`src/rtl/scv_pkg.sv`:
```
`timescale 1ns / 1ps
// Shared types, constants and codes for the sequence container validator.
// No dependencies; imported by every module of the block.
package scv_pkg;

   // Largest accepted stream length, in words.
   localparam int MAX_WORDS = 1048576;
   // Word counts saturate here; a count this large can never complete.
   localparam int SAT_WORDS = MAX_WORDS + 1;
   localparam int SAT_W = $clog2(MAX_WORDS + 2);
   // Largest notes count whose 1 + 4 * notes does not exceed the saturation point.
   localparam int NOTES_LIM = SAT_WORDS / 4;

   // Depth of the queue between byte assembly and the layout walker.
   localparam int QUEUE_DEPTH = 4;
   localparam int QPTR_W = $clog2(QUEUE_DEPTH);

   // Walker phases.
   localparam logic [2:0] PH_COUNT  = 3'd0;
   localparam logic [2:0] PH_TABLE  = 3'd1;
   localparam logic [2:0] PH_HDR1   = 3'd2;
   localparam logic [2:0] PH_HDR2   = 3'd3;
   localparam logic [2:0] PH_NOTES  = 3'd4;
   localparam logic [2:0] PH_TRACKS = 3'd5;
   localparam logic [2:0] PH_DONE   = 3'd6;

   // Status codes reported with the last byte.
   localparam logic [2:0] ST_OK       = 3'd0;
   localparam logic [2:0] ST_SHORT    = 3'd1;
   localparam logic [2:0] ST_TRUNC    = 3'd2;
   localparam logic [2:0] ST_RANGE    = 3'd3;
   localparam logic [2:0] ST_TRACK    = 3'd4;
   localparam logic [2:0] ST_TOO_LONG = 3'd5;

   typedef struct packed {
      logic [7:0] data_byte;
      logic       last_byte;
   } req_type;

   typedef struct packed {
      logic [31:0] word_out;
      logic        word_valid;
      logic        done_res;
      logic [2:0]  status;
   } rsp_type;

   // One entry between the front and the walker.
   typedef struct packed {
      logic [31:0] word;
      logic        word_valid;
      logic        last;
      logic        short_tail;   // stream ended mid-word
   } mid_type;

endpackage

```
`src/rtl/scv_front.sv`:
```
`timescale 1ns / 1ps
// Byte assembly: packs bytes into big-endian words and queues word/last events.
// Depends on scv_pkg.
module scv_front
   import scv_pkg::*;
(
   input  logic    clock,
   input  logic    reset,
   input  logic    push,
   input  req_type req_item,
   input  logic    q_full,
   output logic    q_push,
   output mid_type q_entry
);

   logic [1:0]  byte_phase_ff, byte_phase_in;
   logic [23:0] partial_ff, partial_in;
   logic        accept;
   logic        have_word;

   assign accept = push && !q_full;

   always_comb begin
      byte_phase_in = byte_phase_ff;
      partial_in    = partial_ff;
      have_word     = (byte_phase_ff == 2'd3);
      if (accept) begin
         if (have_word) begin
            byte_phase_in = 2'd0;
            partial_in    = 24'd0;
         end else begin
            byte_phase_in = byte_phase_ff + 2'd1;
            partial_in    = {partial_ff[15:0], req_item.data_byte};
         end
         if (req_item.last_byte) begin
            byte_phase_in = 2'd0;
            partial_in    = 24'd0;
         end
      end
   end

   assign q_push             = accept && (have_word || req_item.last_byte);
   assign q_entry.word       = have_word ? {partial_ff, req_item.data_byte} : 32'd0;
   assign q_entry.word_valid = have_word;
   assign q_entry.last       = req_item.last_byte;
   assign q_entry.short_tail = !have_word;

   always_ff @(posedge clock) begin
      if (reset) begin
         byte_phase_ff <= 2'd0;
         partial_ff    <= 24'd0;
      end else begin
         byte_phase_ff <= byte_phase_in;
         partial_ff    <= partial_in;
      end
   end

endmodule

```
`src/rtl/scv_queue.sv`:
```
`timescale 1ns / 1ps
// Short FIFO between byte assembly and the layout walker.
// Depends on scv_pkg.
module scv_queue
   import scv_pkg::*;
(
   input  logic    clock,
   input  logic    reset,
   input  logic    wr_en,
   input  mid_type wr_entry,
   input  logic    rd_en,
   output mid_type rd_entry,
   output logic    full,
   output logic    not_empty
);

   mid_type           slot_ff [QUEUE_DEPTH];
   logic [QPTR_W-1:0] wr_ptr_ff, wr_ptr_in;
   logic [QPTR_W-1:0] rd_ptr_ff, rd_ptr_in;
   logic [QPTR_W:0]   count_ff, count_in;

   assign full      = (count_ff == (QPTR_W + 1)'(QUEUE_DEPTH));
   assign not_empty = (count_ff != '0);
   assign rd_entry  = slot_ff[rd_ptr_ff];

   always_comb begin
      wr_ptr_in = wr_ptr_ff;
      rd_ptr_in = rd_ptr_ff;
      count_in  = count_ff;
      if (wr_en) begin
         wr_ptr_in = (wr_ptr_ff == QPTR_W'(QUEUE_DEPTH - 1)) ? '0 : wr_ptr_ff + 1'b1;
      end
      if (rd_en) begin
         rd_ptr_in = (rd_ptr_ff == QPTR_W'(QUEUE_DEPTH - 1)) ? '0 : rd_ptr_ff + 1'b1;
      end
      if (wr_en && !rd_en) begin
         count_in = count_ff + 1'b1;
      end else if (!wr_en && rd_en) begin
         count_in = count_ff - 1'b1;
      end
   end

   always_ff @(posedge clock) begin
      if (wr_en) begin
         slot_ff[wr_ptr_ff] <= wr_entry;
      end
   end

   always_ff @(posedge clock) begin
      if (reset) begin
         wr_ptr_ff <= '0;
         rd_ptr_ff <= '0;
         count_ff  <= '0;
      end else begin
         wr_ptr_ff <= wr_ptr_in;
         rd_ptr_ff <= rd_ptr_in;
         count_ff  <= count_in;
      end
   end

endmodule

```
`src/rtl/scv_back.sv`:
```
`timescale 1ns / 1ps
// Layout walker: tracks the nested layout word by word, latches range errors,
// builds the final status and holds the output register. Depends on scv_pkg.
module scv_back
   import scv_pkg::*;
(
   input  logic    clock,
   input  logic    reset,
   input  logic    q_valid,
   input  mid_type q_entry,
   output logic    q_pop,
   input  logic    pop,
   output logic    empty,
   output rsp_type rsp_item
);

   localparam logic [31:0]        SAT_32   = 32'(SAT_WORDS);
   localparam logic [SAT_W-1:0]   SAT_V    = SAT_W'(SAT_WORDS);
   localparam logic [2*SAT_W-1:0] SAT_WIDE = (2 * SAT_W)'(SAT_WORDS);
   localparam logic [31:0]        NLIM_32  = 32'(NOTES_LIM);
   localparam logic [SAT_W-1:0]   MAX_V    = SAT_W'(MAX_WORDS);

   logic [SAT_W-1:0] word_total_ff, word_total_in;
   logic [2:0]       phase_ff, phase_in;
   logic [30:0]      groups_ff, groups_in;
   logic [31:0]      tracks_ff, tracks_in;
   logic [SAT_W-1:0] skip_ff, skip_in;
   logic [2:0]       first_err_ff, first_err_in;
   logic             out_valid_ff, out_valid_in;
   rsp_type          rsp_ff;

   logic [31:0]        w;
   logic [SAT_W-1:0]   w_sat;
   logic [SAT_W+1:0]   fac_wide;
   logic [SAT_W-1:0]   factor;
   logic [2*SAT_W-1:0] prod;
   logic [SAT_W-1:0]   track_cnt;
   logic [2:0]         status_v;

   assign w     = q_entry.word;
   assign w_sat = (w > SAT_32) ? SAT_V : w[SAT_W-1:0];

   // Track word count: tracks * (1 + 4 * notes), saturated. Large operands
   // saturate directly, so the product is used only when both operands are within their limits.
   assign fac_wide = {w[SAT_W-1:0], 2'b01};
   assign factor   = fac_wide[SAT_W-1:0];
   assign prod     = tracks_ff[SAT_W-1:0] * factor;

   always_comb begin
      if (tracks_ff == 32'd0) begin
         track_cnt = '0;
      end else if (tracks_ff > SAT_32 || w > NLIM_32 || prod > SAT_WIDE) begin
         track_cnt = SAT_V;
      end else begin
         track_cnt = prod[SAT_W-1:0];
      end
   end

   assign q_pop = q_valid && (!out_valid_ff || pop);

   always_comb begin
      word_total_in = word_total_ff;
      phase_in      = phase_ff;
      groups_in     = groups_ff;
      tracks_in     = tracks_ff;
      skip_in       = skip_ff;
      first_err_in  = first_err_ff;
      status_v      = ST_OK;
      if (q_pop && q_entry.word_valid) begin
         if (word_total_ff < SAT_V) begin
            word_total_in = word_total_ff + 1'b1;
         end
         if (first_err_ff == ST_OK) begin
            case (phase_ff)
               PH_COUNT: begin
                  if (w[31]) begin
                     first_err_in = ST_RANGE;
                  end else begin
                     groups_in = w[30:0];
                     skip_in   = w_sat;
                     phase_in  = (w == 32'd0) ? PH_DONE : PH_TABLE;
                  end
               end
               PH_TABLE: begin
                  skip_in = skip_ff - 1'b1;
                  if (skip_ff == SAT_W'(1)) begin
                     phase_in = PH_HDR1;
                  end
               end
               PH_HDR1: begin
                  tracks_in = w;
                  phase_in  = PH_HDR2;
               end
               PH_HDR2: begin
                  if (tracks_ff[31] || w[31]) begin
                     first_err_in = ST_RANGE;
                  end else begin
                     tracks_in = 32'(track_cnt);
                     skip_in   = w_sat;
                     if (w != 32'd0) begin
                        phase_in = PH_NOTES;
                     end else if (track_cnt != '0) begin
                        skip_in  = track_cnt;
                        phase_in = PH_TRACKS;
                     end else begin
                        groups_in = groups_ff - 1'b1;
                        phase_in  = (groups_ff == 31'd1) ? PH_DONE : PH_HDR1;
                     end
                  end
               end
               PH_NOTES: begin
                  skip_in = skip_ff - 1'b1;
                  if (skip_ff == SAT_W'(1)) begin
                     if (tracks_ff != 32'd0) begin
                        skip_in  = tracks_ff[SAT_W-1:0];
                        phase_in = PH_TRACKS;
                     end else begin
                        groups_in = groups_ff - 1'b1;
                        phase_in  = (groups_ff == 31'd1) ? PH_DONE : PH_HDR1;
                     end
                  end
               end
               PH_TRACKS: begin
                  skip_in = skip_ff - 1'b1;
                  if (skip_ff == SAT_W'(1)) begin
                     groups_in = groups_ff - 1'b1;
                     phase_in  = (groups_ff == 31'd1) ? PH_DONE : PH_HDR1;
                  end
               end
               default: begin
               end
            endcase
         end
      end

      // Final status: framing first, then length, then the walk.
      if (q_entry.short_tail || word_total_in == '0) begin
         status_v = ST_SHORT;
      end else if (word_total_in > MAX_V) begin
         status_v = ST_TOO_LONG;
      end else if (first_err_in != ST_OK) begin
         status_v = first_err_in;
      end else begin
         case (phase_in)
            PH_TABLE, PH_HDR1, PH_HDR2, PH_NOTES: status_v = ST_TRUNC;
            PH_TRACKS: status_v = ST_TRACK;
            PH_COUNT:  status_v = ST_SHORT;
            default:   status_v = ST_OK;
         endcase
      end

      // Last byte: the next stream starts clean.
      if (q_pop && q_entry.last) begin
         word_total_in = '0;
         phase_in      = PH_COUNT;
         groups_in     = '0;
         tracks_in     = '0;
         skip_in       = '0;
         first_err_in  = ST_OK;
      end
   end

   always_comb begin
      out_valid_in = out_valid_ff;
      if (q_pop) begin
         out_valid_in = 1'b1;
      end else if (pop) begin
         out_valid_in = 1'b0;
      end
   end

   always_ff @(posedge clock) begin
      if (q_pop) begin
         rsp_ff.word_out   <= w;
         rsp_ff.word_valid <= q_entry.word_valid;
         rsp_ff.done_res   <= q_entry.last;
         rsp_ff.status     <= q_entry.last ? status_v : ST_OK;
      end
   end

   always_ff @(posedge clock) begin
      if (reset) begin
         word_total_ff <= '0;
         phase_ff      <= PH_COUNT;
         groups_ff     <= '0;
         tracks_ff     <= '0;
         skip_ff       <= '0;
         first_err_ff  <= ST_OK;
         out_valid_ff  <= 1'b0;
      end else begin
         word_total_ff <= word_total_in;
         phase_ff      <= phase_in;
         groups_ff     <= groups_in;
         tracks_ff     <= tracks_in;
         skip_ff       <= skip_in;
         first_err_ff  <= first_err_in;
         out_valid_ff  <= out_valid_in;
      end
   end

   assign empty    = !out_valid_ff;
   assign rsp_item = rsp_ff;

endmodule

```
`src/rtl/sequence_container_validator_top.sv`:
```
`timescale 1ns / 1ps
// Top level of the sequence container validator: byte assembly, queue, walker.
// Depends on scv_pkg, scv_front, scv_queue and scv_back.
//
// The block takes one byte per clock and assembles every four bytes into a
// big-endian word, which comes out as a result transaction. A transaction
// carrying last_byte also produces a result, with done_res set and the stream
// status: short or misaligned input first, then too long, then the first
// range error of the layout walk, then truncation of the group table,
// headers, notes or tracks. Bytes that neither complete a word nor close the
// stream produce no result. Sustained rate is one byte per cycle while full is
// low; the figure is set by the byte front, which handles one byte per clock,
// and by the walker, which retires one queued word per clock while the output
// register is free, including the saturated tracks * (1 + 4 * notes) product.
// A result passes through the queue and the output register. The 4-entry queue
// between front and walker and the output register let either side stall alone:
// full rises only when the queue fills behind a stalled consumer. All walker
// state returns to reset after the last byte, so streams follow back to back.
module sequence_container_validator_top
   import scv_pkg::*;
(
   input  logic    clock,
   input  logic    reset,
   // input transactions
   input  logic    push,
   output logic    full,
   input  req_type req_item,
   // result transactions
   output logic    empty,
   input  logic    pop,
   output rsp_type rsp_item
);

   logic    q_full;
   logic    q_push;
   mid_type q_wr_entry;
   logic    q_pop;
   mid_type q_rd_entry;
   logic    q_not_empty;

   assign full = q_full;

   // Front: byte packing, one event per completed word or closing byte.
   scv_front u_front (
      .clock    (clock),
      .reset    (reset),
      .push     (push),
      .req_item (req_item),
      .q_full   (q_full),
      .q_push   (q_push),
      .q_entry  (q_wr_entry)
   );

   // Decoupling queue.
   scv_queue u_queue (
      .clock     (clock),
      .reset     (reset),
      .wr_en     (q_push),
      .wr_entry  (q_wr_entry),
      .rd_en     (q_pop),
      .rd_entry  (q_rd_entry),
      .full      (q_full),
      .not_empty (q_not_empty)
   );

   // Back: layout walk, status and output register.
   scv_back u_back (
      .clock    (clock),
      .reset    (reset),
      .q_valid  (q_not_empty),
      .q_entry  (q_rd_entry),
      .q_pop    (q_pop),
      .pop      (pop),
      .empty    (empty),
      .rsp_item (rsp_item)
   );

`ifndef SYNTH
   // Every result carries a word or closes a stream.
   assert property (@(posedge clock) disable iff (reset)
      !empty |-> (rsp_item.word_valid || rsp_item.done_res))
      else $error("result with neither word nor done");

   // Status is only nonzero on the closing result.
   assert property (@(posedge clock) disable iff (reset)
      (!empty && !rsp_item.done_res) |-> (rsp_item.status == ST_OK))
      else $error("status on a non-final result");

   // No word means a zero word field.
   assert property (@(posedge clock) disable iff (reset)
      (!empty && !rsp_item.word_valid) |-> (rsp_item.word_out == 32'd0))
      else $error("word field set without a word");

   // Reset leaves no result pending.
   assert property (@(posedge clock) (!reset && $past(reset)) |-> empty)
      else $error("result pending after reset");
`endif

endmodule

```
`config.mk`:
```
export PLATFORM = sky130hd
export DESIGN_NAME = sequence_container_validator_top
export DESIGN_NICKNAME = d
export VERILOG_FILES = /design/src/rtl/scv_pkg.sv /design/src/rtl/scv_front.sv /design/src/rtl/scv_queue.sv /design/src/rtl/scv_back.sv /design/src/rtl/sequence_container_validator_top.sv
export SDC_FILE = /design/constraint.sdc
export NUM_CORES = 2
export LEC_CHECK = 0
export ABC_AREA = 1
export ABC_CLOCK_PERIOD_IN_PS = 9900
export BUFFER_PORTS_ARGS = -buffer_cell sky130_fd_sc_hd__buf_4
export CORE_ASPECT_RATIO = 0.5
export CORE_MARGIN = 5
export CORE_UTILIZATION = 52
export CTS_BUF_LIST = sky130_fd_sc_hd__clkbuf_2
export DETAILED_ROUTE_END_ITERATION = 10
export PLACE_DENSITY = 0.7
export SLEW_MARGIN = 20
export SYNTH_ARGS = -nofsm -noshare
export SYNTH_HDL_FRONTEND = slang
export SYNTH_SLANG_ARGS = --single-unit
```
`constraint.sdc`:
```
create_clock -name clock -period 9.9 [get_ports clock]
set_input_delay 1.98 -clock clock [delete_from_list [all_inputs] [get_ports clock]]
set_output_delay 1.98 -clock clock [all_outputs]
set_load 0.005 [all_outputs]
```
# Yosys cells after proc, flatten, opt, wreduce, memory -nomap -nowiden
# Memories as Yosys holds them, arrays and structs flattened. A register that Yosys moved wholly into a read port is not among the register bits.
# Index checks and enable logic that the tools add are counted.
# op_classes
addsub	8
mul	1
n_lt_le_gt_ge	6
eq_ne	23
mux	59
bitwise	1
reduce_logical	42
# ops
cell	n
two-way mux 21 bit	11
two-way mux 31 bit	7
case mux 31 bit (4 select lines)	1
case mux 21 bit (4 select lines)	1
greater-than comparator 32 x 21 -> 1 bit (second input constant)	2
logical NOT 32 bit	2
two-way mux 32 bit	2
case mux 32 bit (2 select lines)	1
nonzero test 32 bit	2
two-way mux 3 bit	20
two-way mux 24 bit	2
greater-than comparator 42 x 21 -> 1 bit (second input constant)	1
multiplier 21 x 21 -> 42 bit	1
greater-than comparator 32 x 19 -> 1 bit (second input constant)	1
== test 31 x 1 -> 1 bit (second input constant)	1
subtractor 31 x 1 -> 31 bit (second input constant)	1
adder 21 x 1 -> 21 bit (second input constant)	1
== test 21 x 1 -> 1 bit (second input constant)	1
greater-than comparator 21 bit (second input constant)	1
logical NOT 21 bit	1
< comparator 21 bit (second input constant)	1
nonzero test 21 bit	1
subtractor 21 x 1 -> 21 bit (second input constant)	1
case mux 3 bit (6 select lines)	1
27 further kinds	76
# word_totals
regBits	182
ram_bits	140
input_bits	13
out_inout_bits	39
elab_cells	159
memories	1
# memory_table
memory	words	width	read_ports	rd_clocked_by_memory_dff	wr	line_no	rtl
u_queue.slot_ff	4	35	1	1	1	scv_queue.sv:17	mid_type slot_ff [QUEUE_DEPTH];

# Depth between registers and ports, before layout
# depth
word_depth	18
depth_mapped	53
ltp_nobuf	50

# Hierarchy
# Synthesis repeated with hierarchy kept, for this count alone.
# unflattened
cells_unflattened	4325
hier_area_um2	32148.3
# by_module_without_submodules
module	instances	cells_each	area_per_inst_um2	seq_area_each_um2
scv_back	1	3632	24833.8	3353.2
scv_queue	1	398	5654.2	4384.2
scv_front	1	295	1660.3	520.5

# Worst setup path before layout
# Ideal clock, no wire load.
# synth_path
path_kind	reg2reg
startpoint	reg (tool-made name)
endpoint	reg u_back.rsp_ff (netlist bit u_back.rsp_item[1]), data pin
setup_time_ns	0.258
arrival_time_ns	7.699
t_required_ns	9.642
path_slack_ns	1.943
path_stages_with_launch	43
period_less_slack_ns	7.957
path_cell_list	dfxtp_1 buf_4 clkbuf_1 nand2_1 nand3_1 nand2_1 inv_1 clkbuf_1 clkbuf_1 nand2_1 fa_1 inv_1 fa_1 fa_1 inv_1 fa_1 fa_1 fa_1 [... 7 more ...] nand2_1 nand2_1 nand2_1 o21ai_2 xor2_1 nand3_1 nor2_4 nand3_2 nand2_2 nand2_1 nor2_4 nand2_4 nand3_1 nand2_1 nand2_1 nand3_1 nand3_1 a21oi_1
# synth_rtl
item	line_no	rtl
end: declaration	scv_back.sv:30	rsp_type rsp_ff;

==> results.yml <==
die:
  num_rows: 62
  die_w_um: 353
  ios: 52
  die_y_um: 181
  dieArea_mm2: 0.0640
  core_mm2: 0.0577
  floorplan.initialDensity: 0.529
timing:
  setup_viol: 0
  slew_viol_final: 0
  min_period_ns: 9.38
  max_slew_margin: 0.313
  max_freq_ghz: 0.107
  hold_viol: 0
  clock_skew_ns: 0.0877
  worst_slack_ns: 0.516
  setup_tns_ns: 0
  worst_pin_slew_ns: 1.03
  hold_ws_ns: 0.473
  rsz0062_at_grt: "no"
  timing.final.crit_share: 0.948
worst_setup_path:
  worstSetupStartpointType: "flop"
  crit_arrival_ns: 10.28
  crit_fanout: 46
  reg2reg_to: "u_back.groups_ff[5]"
  crit_buf_inv: 11
  crit_path_end_kind: "flop"
  critPathRequiredTime_ns: 10.79
  path_depth: 42
  r2r.worst_path.cells: 42
  endpoint: "u_back.groups_ff[5]"
  crit_type: "reg -> reg"
  rrSetupSlack_ns: 0.52
  slowest_delay_ns: 0.65
  crit_slowest_cell: "fa_1"
  critPathTopFamily: "adder cells"
  worst_path_most_repeated_cell: "nand2_1"
final_layout:
  final-instance-count-excl-fill: 4828
  drive_above_1_share: 0.0840
  nNetsFinal: 4523
  n_fill_cell: 5441
  seq_area_mm2: 0.00826
  mostFrequentLayoutCells: "nand2_1, inv_1, nor2_1, fa_1, nand3_1"
  multi_input_area_mm2: 0.0188
  area_growth_pct: 7.35
  final_common_cell: "nand2_1"
synthesis:
  synth_compound_gate_area_share: 0.0667
  netlist_area_mm2: 0.0305
  netlist_instances: 3915
  ys_types: 53
  synth-simple-area-share: 0.236
  ys_ff_latch: 324
  synthTopCellsByArea: "fa_1, edfxtp_1, nand2_1"
  synth_top_family_by_area: "adder cells"
  postSynthAreaPerCell_um2: 7.80
  yosys.area.top_type: "fa_1"
  syn_nets: 4447
  synth_mux_area_frac: 0
  seq_area_frac_synth: 0.270
  synth_edf_count: 177
  synthXorXnorAreaFrac: 0.0166
  synth.top_cell.area_share: 0.222
  async_flop_share: 0
  synthAdderAreaFrac: 0.296
  synth_warnings: 0
  synth_ff_type: "edfxtp_1"
routing:
  drt_first_pass_iters: 6
  postRouteAntennaNets: 0
  num_vias: 26900
  drt_iter0_markers: 3195
  wl_per_cell_um: 20.3
  wl_um: 98100
  drc: 0
  vias_per_cell: 5.58
power:
  p_per_area_mw_per_mm2: 221
  ir_drop_uv: 183
  power_leakage_nw: 16.2
clock_network:
  cts_sinks: 324
  max-clock-path-buffers: 3
  path_clk_slew_ns: 0.10
  cts.htree.levels: 3
  cts_made_buffers: 82
  clkLatencyLatePin_ns: 1.01
  cts_root_buf: "clkbuf_2"
  cts_tree: "yes"
run:
  maxCapViolations: 0
global_routing:
  grt_max_degree: 71
  grt_usage: 0.305
  grt_pass1_vias: 26300
  grt_overflow: 0
  antenna_found_initial: 4
  grt_pass1_wl_um: 151000
placement:
  gp_congestion: 1.02
  io_buffers: 51
  place_hpwl_um: 73900
  pre_cts_slack_ns: 0.592
  dpl.cell_count: 4675
min_path:
  hold_path_class: "reg -> reg"
  hold_depth: 2
outcome:
  outcome: "complete, no violations"
## power breakdown
part           internal, W  total (W)  switching [W]  leakage (nW)
registers          0.00168    0.00183       0.000151          2.90
logic              0.00133    0.00448        0.00315          12.7
clock network     0.000345   0.000922       0.000577         0.591
total              0.00336    0.00724        0.00388          16.2
## tightest hold or removal path: stages (launching register included)
cell and delay [ns]:
dfxtp_1 0.34, inv_1 0.05, nor2_1 0.04
## Yosys cell counts (2+ instances only)
cell type	instances
o21bai_1	6
a211oi_2	7
o21ai_0	82
clkbuf_1	127
buf_1	7
a31oi_1	10
xor2_1	40
buf_4	5
and2_1	3
fa_1	339
o31ai_1	2
edfxtp_1	177
nor3_1	35
inv_1	724
nor2_2	8
a21oi_1	178
o211ai_1	21
and3_1	4
nor2_4	3
nand3_2	2
xnor2_1	18
clkinv_1	11
nand3b_1	10
a211oi_1	7
inv_2	2
buf_6	7
nor4_1	16
o221ai_1	4
nand2_1	931
nand2_2	4
dfxtp_1	147
buf_2	14
nor2_1	491
nand3_1	197
or2_2	4
ha_1	180
o22ai_1	4
nand4_1	43
a221oi_1	15
o21ai_1	14
inv_4	2
nand2_4	3
## stage by stage
step / utilization / cell area (µm²) / power [W]
2_1_floorplan: - / 30500 / 0.00471
3_3_place_gp: 0.555 / 32000 / 0.00614
3_5_place_dp: 0.555 / 32000 / 0.00620
4_1_cts: 0.568 / 32800 / 0.00714
5_1_grt: 0.568 / 32800 / 0.00774
6_report: 0.568 / 32800 / 0.00724
## layer usage
metal	up-vias	share of wire	wire length (µm)	GRT usage
li1	12300	-	-	-
met5	-	0.000092	9	0
met4	2	0.045	4450	0.119
met1	12800	0.41	40100	0.410
met2	1501	0.42	41500	0.463
met3	287	0.12	12000	0.0950
## cells by family (layout without fill, tap and decap cells)
group	after synthesis	count (layout)
AND/OR/NAND/NOR	1757	1757
buffers and inverters	901	1045
adder cells (fa/ha/maj)	519	519
AO/OA/AOI/OAI	356	356
flip-flops	324	324
XOR/XNOR	58	58
other	0	1
## state kept, by name, summed over array words and instances, names as in the netlist, named ones only
register	count
u_back.first_err_ff	3
u_back.groups_ff	31
u_back.out_valid_ff	1
u_back.phase_ff	3
u_back.rsp_item	37
u_back.skip_ff	21
u_back.tracks_ff	32
u_back.word_total_ff	21
u_front.byte_phase_ff	2
u_front.partial_ff	24
u_queue.count_ff	3
u_queue.rd_ptr_ff	2
u_queue.slot_ff	140
u_queue.wr_ptr_ff	2
## final cells by class
type / count / share of cell area
multi-input cells: 2690 / 0.575
flip-flops and latches: 324 / 0.252
inverters: 740 / 0.0852
repair buffers: 153 / 0.0354
well taps: 768 / 0.0293
clock buffers: 125 / 0.0191
clock inverters: 27 / 0.00412
diodes: 1 / 0.0000763
## what timing repair did
item	in CTS	in global routing
hold buffers	0	0
gates resized for setup	0	4
setup buffers	0	0
endpoints found under the setup margin	0	23
endpoints found under the hold margin	0	0
## worst min-delay path by stage
stage	start	to	slack (ns)
2_1_floorplan	u_back.first_err_ff[2]	u_back.first_err_ff[2]	0.42
3_3_place_gp	u_back.first_err_ff[2]	u_back.first_err_ff[2]	0.44
3_5_place_dp	u_back.first_err_ff[2]	u_back.first_err_ff[2]	0.45
4_1_cts	u_back.first_err_ff[2]	u_back.first_err_ff[2]	0.47
5_1_grt	u_front.partial_ff[21]	u_front.partial_ff[21]	0.50
6_report	u_back.first_err_ff[2]	u_back.first_err_ff[2]	0.47
Power figures use the tool's default switching activity.
